`config.mk`:
```
export PLATFORM = sky130hd
export DESIGN_NAME = sp2a_ctrl
export DESIGN_NICKNAME = d
export VERILOG_FILES = /design/src/design/sp2a_pkg.sv /design/src/design/sp2a_ctrl.sv
export SDC_FILE = /design/constraint.sdc
export NUM_CORES = 1
export LEC_CHECK = 0
export ABC_AREA = 1
export BUFFER_PORTS_ARGS = -buffer_cell sky130_fd_sc_hd__buf_2
export CORE_AREA = 2 2 39 41
export CTS_CLUSTER_DIAMETER = 50
export CTS_CLUSTER_SIZE = 40
export DETAILED_ROUTE_END_ITERATION = 7
export DIE_AREA = 0 0 41 43
export HOLD_SLACK_MARGIN = 0.06
export PLACE_DENSITY = 0.3
export SLEW_MARGIN = 20
export SYNTH_ARGS = -nofsm -noshare
export SYNTH_HDL_FRONTEND = slang
export SYNTH_SLANG_ARGS = --single-unit
```
`constraint.sdc`:
```
create_clock -name clk -period 0.95 [get_ports clk]
set_clock_uncertainty 0.05 [all_clocks]
set_input_delay 0.1425 -clock clk [delete_from_list [all_inputs] [get_ports clk]]
set_output_delay 0.1425 -clock clk [all_outputs]
set_load 0.01 [all_outputs]
```
`src/design/sp2a_pkg.sv`:
```
// Package: types, constants and helpers for the segregated power-of-two block allocator.
package sp2a_pkg;

    localparam int ADDR_W = 18;
    localparam int REQ_W = 16;
    localparam int BYTES_W = 13;
    localparam int STATUS_W = 2;
    localparam int TAG_W = 4;
    localparam int CLASS_W = 3;
    localparam int NUM_CLASSES = 8;
    localparam int GRAN_PER_PAGE = 256;

    localparam int DEF_PAGE_BYTES = 4096;
    localparam int DEF_POOL_PAGES = 64;
    localparam int DEF_HEADER_BYTES = 8;

    localparam logic [STATUS_W-1:0] ST_OK = 2'd0;
    localparam logic [STATUS_W-1:0] ST_EXHAUSTED = 2'd1;
    localparam logic [STATUS_W-1:0] ST_BADSIZE = 2'd2;
    localparam logic [STATUS_W-1:0] ST_BADFREE = 2'd3;

    localparam logic [TAG_W-1:0] TAG_NONE = 4'd0;
    localparam logic [TAG_W-1:0] TAG_PAGE = 4'd9;

    localparam logic KIND_ALLOC = 1'b0;
    localparam logic KIND_FREE = 1'b1;

    typedef struct packed {
        logic kind;
        logic [REQ_W-1:0] request_bytes;
        logic [ADDR_W-1:0] user_address;
    } req_word_t;

    typedef struct packed {
        logic [ADDR_W-1:0] granted_address;
        logic [BYTES_W-1:0] granted_bytes;
        logic [STATUS_W-1:0] status;
    } rsp_word_t;

    // controller -> datapath
    typedef struct packed {
        logic load;
        logic decide;
    } sp2a_cmd_t;

    // datapath -> controller
    typedef struct packed {
        logic done;
    } sp2a_stat_t;

endpackage

```
`src/design/sp2a_ctrl.sv`:
```
// Controller: sequences clear pass, request load, memory read and decision.
module sp2a_ctrl (
    input  logic              clk,
    input  logic              rst_n,
    input  logic              clear_done,
    input  logic              in_valid,
    output logic              in_ready,
    input  logic              out_valid,
    input  logic              out_ready,
    output sp2a_pkg::sp2a_cmd_t cmd
);
    import sp2a_pkg::*;

    localparam logic [1:0] S_CLEAR = 2'd0;
    localparam logic [1:0] S_IDLE = 2'd1;
    localparam logic [1:0] S_READ = 2'd2;

    logic [1:0] state_reg, state_next;
    logic out_free;

    assign out_free = !out_valid || out_ready;
    assign in_ready = (state_reg == S_IDLE);

    always_comb
    begin
        state_next = state_reg;
        cmd = '0;
        case (state_reg)
            S_CLEAR:
            begin
                if (clear_done)
                begin
                    state_next = S_IDLE;
                end
            end
            S_IDLE:
            begin
                if (in_valid)
                begin
                    cmd.load = 1'b1;
                    state_next = S_READ;
                end
            end
            S_READ:
            begin
                // decision waits until the result register is free
                if (out_free)
                begin
                    cmd.decide = 1'b1;
                    state_next = S_IDLE;
                end
            end
            default: state_next = S_CLEAR;
        endcase
    end

    always_ff @(posedge clk or negedge rst_n)
    begin
        if (!rst_n)
        begin
            state_reg <= S_CLEAR;
        end
        else
        begin
            state_reg <= state_next;
        end
    end

    assert property (@(posedge clk) disable iff (!rst_n)
        cmd.decide |-> out_free)
        else $error("decide while result waits");
    assert property (@(posedge clk) disable iff (!rst_n)
        cmd.load |=> !in_ready)
        else $error("ready during read");
    assert property (@(posedge clk) disable iff (!rst_n)
        !(cmd.load && cmd.decide))
        else $error("load and decide together");
endmodule

```
==> impl_metrics.env, run 1 <==
export IMPL_worstHoldPathType="input port to asynchronous set/reset pin"
export IMPL_synth_most_common_cell="inv_1"
export IMPL_yosys_warnings=0
export IMPL_nets=45
export IMPL_grt_use_total=0.0572
export IMPL_antenna_found_initial=0
export IMPL_outcome="complete, but fails checks"
export IMPL_synth_top_cell_area_share=0.400
export IMPL_cp_cell_sequence="inv_2 -> nor3_1 -> buf_2"
export IMPL_postSynthAreaPerCell_sq_um=6.59
export IMPL_drt_first_pass_iters=2
export IMPL_place_congestion=0.625
export IMPL_slew_violations=0
export IMPL_finalCritPeriodShare=1.20
export IMPL_maxSlewHeadroom=0.893
export IMPL_rows=14
export IMPL_totalWireLength_um=375
export IMPL_max_cap_violations=0
export IMPL_clock_latency_ps=220
export IMPL_drtAntennaViolNets=0
export IMPL_cts_htree_levels=1
export IMPL_drtIter0Drc=1
export IMPL_die_area_sq_mm=0.00176
export IMPL_stdcell_count=53
export IMPL_p_leak_nw=0.158
export IMPL_min_period_ps=1140
export IMPL_die_x_um=41
export IMPL_yosysTopAreaCell="dfrtp_1"
export IMPL_via_per_inst=3.25
export IMPL_vias=172
export IMPL_whs_ps=179
export IMPL_layout_setup_ws_ps=-192
export IMPL_fin_tns_setup_ps=-688
export IMPL_wl_per_cell_um=7.08
export IMPL_tightestPinTransition_ps=160
export IMPL_synth_commonest_cells="4 x inv_1, 3 x nand2_1, 3 x nor2_1, 2 x dfrtp_1, 2 x nor2_2"
export IMPL_initial_core_util=0.0904
export IMPL_path_clk_slew_ps=30
export IMPL_cp_start_kind="flip-flop"
export IMPL_violations="negative setup slack"
export IMPL_numPlacedInstances=43
export IMPL_fp_dieH_um=43
export IMPL_portBuffers=8
export IMPL_ys_flop_type="dfrtp_1"
export IMPL_worst_ep_required_time_ps=760
export IMPL_largest_reg_flops=2
export IMPL_critPathMaxStageDelay_ps=340
export IMPL_powerDensity_mw_per_mm2=2970
export IMPL_drive_gt1_frac=0.622
export IMPL_hold_viol=0
export IMPL_netlist_top_cells_area="dfrtp_1 40%, inv_1 12%, nor2_2 10%"
export IMPL_drc=0
export IMPL_cts_sinks=2
export IMPL_synth_edf_count=0
export IMPL_netlist_area_sq_um=125
export IMPL_syn_num_nets=25
export IMPL_grt_start_max_net_pins=4
export IMPL_io_pins=9
export IMPL_cts_tree="yes"
export IMPL_grt_pass1_wl_um=572
export IMPL_cts_buffer_depth=2
export IMPL_coreArea_sq_mm=0.00138
export IMPL_grt_setup_unrepaired="yes"
export IMPL_critPathSlowestCell="dfrtp_1"
export IMPL_arrival_ps=950
export IMPL_crit_fanout=3
export IMPL_first_global_vias=158
export IMPL_cts_buffers=3
export IMPL_overflow=0
export IMPL_area_growth_pct=121
export IMPL_seq_area_frac_synth=0.400
export IMPL_fmax_mhz=876
export IMPL_setup_viol=5
export IMPL_end_kind="primary output"
export IMPL_dpl_hpwl_um=226
export IMPL_vdd_drop_max_mv=0.924
export IMPL_diodes=0
export IMPL_yosysUniqueCellTypes=10
export IMPL_fill_cells=166
export IMPL_crit_type="flip-flop to primary output"
export IMPL_synthesis_instances=19
export IMPL_cts_root_buffer="clkbuf_4"
export IMPL_yosys_register_bits=2
export IMPL_synthArstFlopShare=1.00
==> timing repair <==
item | CTS | global route
hold buffers | 1 | 0
resized for setup | 2 | 2
pin swaps | 1 | 2
endpoints found under the setup margin | 3 | 5
setup buffers | 4 | 3
endpoints found under the hold margin | 2 | 0
==> kinds of logic (layout without fill, tap and decap cells) <==
kind of cell | after synthesis | after routing | share of synthesized area
AOI/OAI and AO/OA | 2 | 2 | 0.0799
buffers and inverters | 5 | 23 | 0.150
and+or+nand+nor | 10 | 10 | 0.370
DFF | 2 | 2 | 0.400
==> worst paths after layout <==
check                                          from  slack (ps)                  endpoint  cells past startpoint
max reg2reg                state_reg[0]$_DFFE_PN0P_        -120  state_reg[0]$_DFFE_PN0P_                      6
min reg2reg                state_reg[1]$_DFFE_PN0P_         670  state_reg[0]$_DFFE_PN0P_                      5
min                                           rst_n         180  state_reg[1]$_DFFE_PN0P_                      2
max in group asynchronous                     rst_n         570  state_reg[0]$_DFFE_PN0P_                      2
max                        state_reg[1]$_DFFE_PN0P_        -190                    cmd[0]                      3
min in group clk                           in_valid         180  state_reg[1]$_DFFE_PN0P_                      3
==> critical path, delay by kind of cell, from the launching register on <==
kind	cells	cell delay [ps]
and+or+nand+nor	1	170
DFF	1	340
buffers and inverters	2	200
==> stage by stage <==
step,worst slack (ps),cell area [sq um],power [W],utilization
finish,-192,277,0.000821,0.200
global route,-267,277,0.000909,0.200
CTS,-220,253,0.000734,0.183
detailed placement,-3.60,185,0.000397,0.134
global placement,13.5,185,0.000396,0.134
floorplan,60.0,125,0.000316,-
==> cells in the final DEF (no fill, tap or decap), drive strengths merged <==
cell         count
a21oi            1
o21ai            1
buf             14
nor3             1
dlygate4sd3      1
dfrtp            2
inv              5
clkbuf           3
nor2             5
nand2            4
==> layout make-up <==
class | count | area (sq um) | share of cell area
clock buffer | 3 | 22.5 | 0.0814
inverter | 5 | 18.8 | 0.0679
multi-input combinational | 12 | 66.3 | 0.240
sequential | 2 | 50.0 | 0.181
tap | 16 | 20.0 | 0.0724
timing repair buffer | 15 | 98.8 | 0.357
==> power by group <==
part	internal [W]	total (W)	switching (W)	leakage [nW]
Combinational	0.000268	0.000477	0.000209	0.120
Clock	0.000140	0.000190	0.0000507	0.0138
Sequential	0.000124	0.000154	0.0000298	0.0245
==> metal layers <==
| metal | GRT usage | vias up | wire [um] | part of all wire |
|---|---|---|---|---|
| li1 | - | 92 | - | - |
| met1 | 0.0577 | 72 | 160 | 0.43 |
| met2 | 0.0656 | 8 | 171 | 0.46 |
| met3 | 0.0157 | 0 | 43 | 0.11 |
| met4 | 0.100 | 0 | 0 | 0 |
| met5 | 0 | - | 0 | 0 |
Note: power is estimated with default switching activity, not from simulation.
==> run 2: changes to the inputs <==
==> constraint.sdc (replaced) <==
create_clock -name clk -period 1.18 [get_ports clk]
set_clock_uncertainty 0.05 [all_clocks]
set_input_delay 0.177 -clock clk [delete_from_list [all_inputs] [get_ports clk]]
set_output_delay 0.177 -clock clk [all_outputs]
set_load 0.01 [all_outputs]
==> run 2 against run 1 <==
The flow now finishes without violations. Largest power group unchanged. Total power fell by 31%. Register-to-register slack improved by 230 ps. Sequential share of layout area grew 1.5 points. Critical path depth is 1 higher. Largest cell class unchanged. Cell area shrank 7.7%. Sequential cell count unchanged. Wire length fell by 9.1%. Clock power down 23%.
==> impl_metrics.env, run 2 (synthesized netlist as in run 1, its figures left out) <==
export IMPL_sw_frac_of_total=0.364
export IMPL_via_per_inst=3.18
export IMPL_worstHoldPathType="input port to flip-flop"
export IMPL_cts_buffer_depth=2
export IMPL_place_congestion=0.626
export IMPL_critPathSlowestCell="dfrtp_1"
export IMPL_powerDensity_mw_per_mm2=2220
export IMPL_cts_buffers=3
export IMPL_vdd_drop_max_mv=0.712
export IMPL_worst_ep_required_time_ps=950
export IMPL_setup_viol=0
export IMPL_overflow=0
export IMPL_fp_dieH_um=43
export IMPL_nets=43
export IMPL_slew_violations=0
export IMPL_die_area_sq_mm=0.00176
export IMPL_cts_sinks=2
export IMPL_max_cap_violations=0
export IMPL_power_frac_seq=0.229
export IMPL_grt_pass1_wl_um=496
export IMPL_arrival_ps=950
export IMPL_layout_setup_ws_ps=6.11
export IMPL_path_clk_slew_ps=30
export IMPL_maxSlewHeadroom=0.868
export IMPL_clock_latency_ps=220
export IMPL_outcome="complete, no violations"
export IMPL_drc=0
export IMPL_cp_cell_sequence="inv_2 -> nand2_2 -> nor2_1 -> buf_2"
export IMPL_fill_cells=164
export IMPL_drtAntennaViolNets=0
export IMPL_crit_family="flip-flops"
export IMPL_pre_cts_ws_ps=193
export IMPL_initial_core_util=0.0904
export IMPL_place_area_sq_um=185
export IMPL_cts_htree_levels=1
export IMPL_fmax_mhz=852
export IMPL_numPlacedInstances=43
export IMPL_wl_per_cell_um=6.69
export IMPL_pwr_share_comb=0.512
export IMPL_end_kind="primary output"
export IMPL_p_leak_nw=0.147
export IMPL_cts_tree="yes"
export IMPL_crit_type="flip-flop to primary output"
export IMPL_antenna_found_initial=0
export IMPL_portBuffers=8
export IMPL_drtIter0Drc=2
export IMPL_grt_start_max_net_pins=4
export IMPL_finalPower_w=0.000568
export IMPL_design_area_sq_um=255
export IMPL_coreArea_sq_mm=0.00138
export IMPL_pwr_share_clk=0.259
export IMPL_grt_use_total=0.0472
export IMPL_cp_start_kind="flip-flop"
export IMPL_hold_viol=0
export IMPL_grt_setup_unrepaired="yes"
export IMPL_layout_commonest_cell="buf_2"
export IMPL_p_int_w=0.000361
export IMPL_critPathMaxStageDelay_ps=380
export IMPL_finalCritPeriodShare=0.995
export IMPL_diodes=0
export IMPL_min_period_ps=1170
export IMPL_drive_gt1_frac=0.600
export IMPL_io_pins=9
export IMPL_tightestPinTransition_ps=198
export IMPL_die_x_um=41
export IMPL_crit_fanout=3
export IMPL_drt_first_pass_iters=4
export IMPL_fin_tns_setup_ps=0
export IMPL_stdcell_count=51
export IMPL_largest_reg_flops=2
export IMPL_layout_common_cells="8 x buf_2, 4 x inv_1, 4 x buf_4, 3 x nor2_1, 3 x clkbuf_4"
export IMPL_area_growth_pct=104
export IMPL_cts_root_buffer="clkbuf_4"
export IMPL_first_global_vias=138
export IMPL_dpl_hpwl_um=241
export IMPL_vias=162
export IMPL_crit_buf_inv=2
export IMPL_p_switching_w=0.000207
export IMPL_totalWireLength_um=341
export IMPL_rows=14
## run 2: changes by cell type in the layout (fill, tap and decap cells not counted)
cell / previous run / this run
nand2_2: 3 / 2
nor3_2: 0 / 1
buf_4: 5 / 4
nor3_1: 1 / 0
nor2_2: 1 / 2
nor2_4: 1 / 0
nand2_1: 1 / 2
buf_6: 1 / 0
## run 2: worst reg2reg max path, delay by kind of cell, from the launching register on
kind	cells	cell delay [ps]
flip-flops	1	350
buffers and inverters	3	310
AND/OR/NAND/NOR	4	240
## run 2: power groups by stage
stage	Clock, W	Combinational [W]	Sequential (W)
floorplan	0	0.000131	0.000124
global placement	0	0.000190	0.000130
detailed placement	0	0.000189	0.000130
CTS	0.000157	0.000272	0.000128
global route	0.000164	0.000323	0.000134
finish	0.000147	0.000291	0.000130
## run 2: cell type report
cell class                 instances  area [sq um]  share of cell area
clock buffer                       3          22.5              0.0882
inverter                           5          18.8              0.0735
multi-input combinational         12          63.8               0.250
sequential                         2          50.0               0.196
tap                               16          20.0              0.0784
timing repair buffer              13          80.1               0.314
## run 2: worst paths after layout
path                                          start                        to  slack, ps  depth (start not counted)
max                        state_reg[1]$_DFFE_PN0P_                    cmd[1]          6                          4
min                                        in_valid  state_reg[1]$_DFFE_PN0P_        210                          3
max reg2reg                state_reg[1]$_DFFE_PN0P_  state_reg[0]$_DFFE_PN0P_        110                          7
min reg2reg                state_reg[1]$_DFFE_PN0P_  state_reg[1]$_DFFE_PN0P_        540                          3
max in group asynchronous                     rst_n  state_reg[1]$_DFFE_PN0P_        760                          2
min in group asynchronous                     rst_n  state_reg[0]$_DFFE_PN0P_        220                          2
## run 2: metrics by stage
stage	utilization	hold WS, ps
6_report	0.184	215
5_1_grt	0.184	216
4_1_cts	0.179	204
3_5_place_dp	0.134	-86.0
3_3_place_gp	0.134	-88.3
2_1_floorplan	-	-169
## run 2: repair_timing
item                                    CTS  global route
cloned                                    0             0
gates resized for setup                   2             0
endpoints found under the hold margin     2             0
buffers inserted                          3             1
hold buffers                              1             0
endpoints found under the setup margin    2             3
## run 2: metal layers
metal / share of wire / vias up / track usage
met5: 0 / - / 0
met1: 0.50 / 67 / 0.0386
met4: 0 / 0 / 0.0400
met3: 0.13 / 0 / 0.0471
li1: - / 87 / -
met2: 0.36 / 8 / 0.0625
==> run 3: changes to the inputs <==
--- a/config.mk
+++ b/config.mk
@@ -6,12 +6,12 @@
 export NUM_CORES = 1
 export LEC_CHECK = 0
 export ABC_AREA = 1
-export BUFFER_PORTS_ARGS = -buffer_cell sky130_fd_sc_hd__buf_2
 export CORE_AREA = 2 2 39 41
 export CTS_CLUSTER_DIAMETER = 50
 export CTS_CLUSTER_SIZE = 40
 export DETAILED_ROUTE_END_ITERATION = 7
 export DIE_AREA = 0 0 41 43
+export DONT_BUFFER_PORTS = 1
 export HOLD_SLACK_MARGIN = 0.06
 export PLACE_DENSITY = 0.3
 export SLEW_MARGIN = 20
==> run 3 against run 2 <==
Highest routed layer unchanged. Wire length fell by 11%. Clock power barely moved. Die area did not move. Register-to-register slack improved by 130 ps. First-iteration DRC count fell by 100%. Cell area fell by 22%. Maximum frequency rose by 3.8%. Via count fell by 18%. Sequential cell count did not move.
==> impl_metrics.env, run 3 (synthesized netlist as in run 1, its figures left out) <==
export IMPL_outcome="complete, no violations"
export IMPL_overflow=0
export IMPL_clock_latency_ps=220
export IMPL_cts_buffers=3
export IMPL_fp_dieH_um=43
export IMPL_initial_core_util=0.0904
export IMPL_nets=32
export IMPL_arrival_ps=900
export IMPL_worst_ep_required_time_ps=950
export IMPL_end_kind="primary output"
export IMPL_grt_setup_unrepaired="yes"
export IMPL_crit_fanout=4
export IMPL_crit_type="flip-flop to primary output"
export IMPL_antenna_found_initial=0
export IMPL_place_congestion=0.491
export IMPL_grt_start_max_net_pins=5
export IMPL_seq_area_sq_um=50.0
export IMPL_layout_common_cells="4 x inv_1, 3 x clkbuf_4"
export IMPL_slew_violations=0
export IMPL_first_global_vias=143
export IMPL_drtIter0Drc=0
export IMPL_drc=0
export IMPL_rows=14
export IMPL_coreArea_sq_mm=0.00138
export IMPL_area_growth_pct=60.0
export IMPL_drt_first_pass_iters=1
export IMPL_largest_reg_flops=2
export IMPL_layout_setup_ws_ps=48.9
export IMPL_vdd_drop_max_mv=0.343
export IMPL_tightestPinTransition_ps=238
export IMPL_vias=133
export IMPL_grt_pass1_wl_um=524
export IMPL_p_leak_nw=0.0994
export IMPL_layout_commonest_cell="inv_1"
export IMPL_whs_ps=139
export IMPL_cts_buffer_depth=2
export IMPL_fmax_mhz=884
export IMPL_maxSlewHeadroom=0.840
export IMPL_totalWireLength_um=305
export IMPL_cts_sinks=2
export IMPL_cp_start_kind="flip-flop"
export IMPL_reg2reg_slack_ps=240
export IMPL_finalCritPeriodShare=0.959
export IMPL_setup_viol=0
export IMPL_max_cap_violations=0
export IMPL_io_pins=9
export IMPL_drtAntennaViolNets=0
export IMPL_cts_htree_levels=1
export IMPL_min_period_ps=1130
export IMPL_wl_per_cell_um=7.63
export IMPL_fill_cells=160
export IMPL_path_clk_slew_ps=30
export IMPL_portBuffers=0
export IMPL_diodes=0
export IMPL_die_area_sq_mm=0.00176
export IMPL_powerDensity_mw_per_mm2=2420
export IMPL_drive_gt1_frac=0.458
export IMPL_pre_cts_ws_ps=198
export IMPL_cts_tree="yes"
export IMPL_die_x_um=41
export IMPL_via_per_inst=3.33
export IMPL_grt_use_total=0.0512
export IMPL_multiInputGateArea_sq_um=71.3
export IMPL_hold_viol=0
export IMPL_cts_root_buffer="clkbuf_4"
export IMPL_worstHoldPathType="input port to asynchronous set/reset pin"
[run 3: per-layer routing]
layer / wire length [um] / vias up / part of all wire / track usage
met5: 0 / - / 0 / 0
met4: 0 / 0 / 0 / 0.0800
met3: 36 / 0 / 0.12 / 0.0366
met2: 142 / 8 / 0.47 / 0.0594
met1: 127 / 57 / 0.42 / 0.0417
li1: - / 68 / - / -
[run 3: stage by stage]
| stage | utilization | std cells | cell area [sq um] | setup TNS [ps] | power (W) |
|---|---|---|---|---|---|
| final | 0.145 | 40 | 200 | 0 | 0.000484 |
| after global routing | 0.145 | 40 | 200 | -18.7 | 0.000536 |
| after CTS | 0.134 | 39 | 185 | 0 | 0.000454 |
| after detailed placement | 0.105 | 35 | 145 | 0 | 0.000278 |
| after global placement | 0.105 | 35 | 145 | 0 | 0.000277 |
| after floorplan | - | 19 | 125 | 0 | 0.000254 |
[run 3: cell type report]
class,instances,share of cell area
Sequential cell,2,0.250
Clock buffer,3,0.112
Multi-Input combinational cell,12,0.356
Inverter,5,0.0938
Timing Repair Buffer,2,0.0875
Tap cell,16,0.100
[run 3: worst max-delay path: stages, from the launching register on]
cell and delay (ps):
dfrtp_1 370, inv_2 100, nand2_2 80, nor2_4 130
[run 3: power breakdown]
group / internal [W] / total [W] / leakage, nW / switching (W)
combinational: 0.0000768 / 0.000201 / 0.0612 / 0.000124
clock: 0.000112 / 0.000148 / 0.0138 / 0.0000365
sequential: 0.0000995 / 0.000135 / 0.0245 / 0.0000351
total: 0.000288 / 0.000484 / 0.0994 / 0.000196
[run 3: worst paths after layout]
check / cells past startpoint / end / startpoint
worst max register to register: 6 / state_reg[0]$_DFFE_PN0P_ / state_reg[1]$_DFFE_PN0P_
worst min register to register: 4 / state_reg[0]$_DFFE_PN0P_ / state_reg[1]$_DFFE_PN0P_
worst min-delay path: 1 / state_reg[1]$_DFFE_PN0P_ / rst_n
worst max-delay path: 3 / cmd[1] / state_reg[1]$_DFFE_PN0P_
min in group clk: 4 / state_reg[0]$_DFFE_PN0P_ / clear_done
max in group asynchronous: 1 / state_reg[0]$_DFFE_PN0P_ / rst_n
[run 3: repair_timing]
| item | in CTS | in global routing |
|---|---|---|
| gates resized for setup | 2 | 2 |
| pin swaps | 0 | 1 |
| hold buffers | 1 | 0 |
| endpoints found under the setup margin | 2 | 2 |
| hold endpoints to repair | 2 | 0 |
| buffers inserted | 0 | 1 |
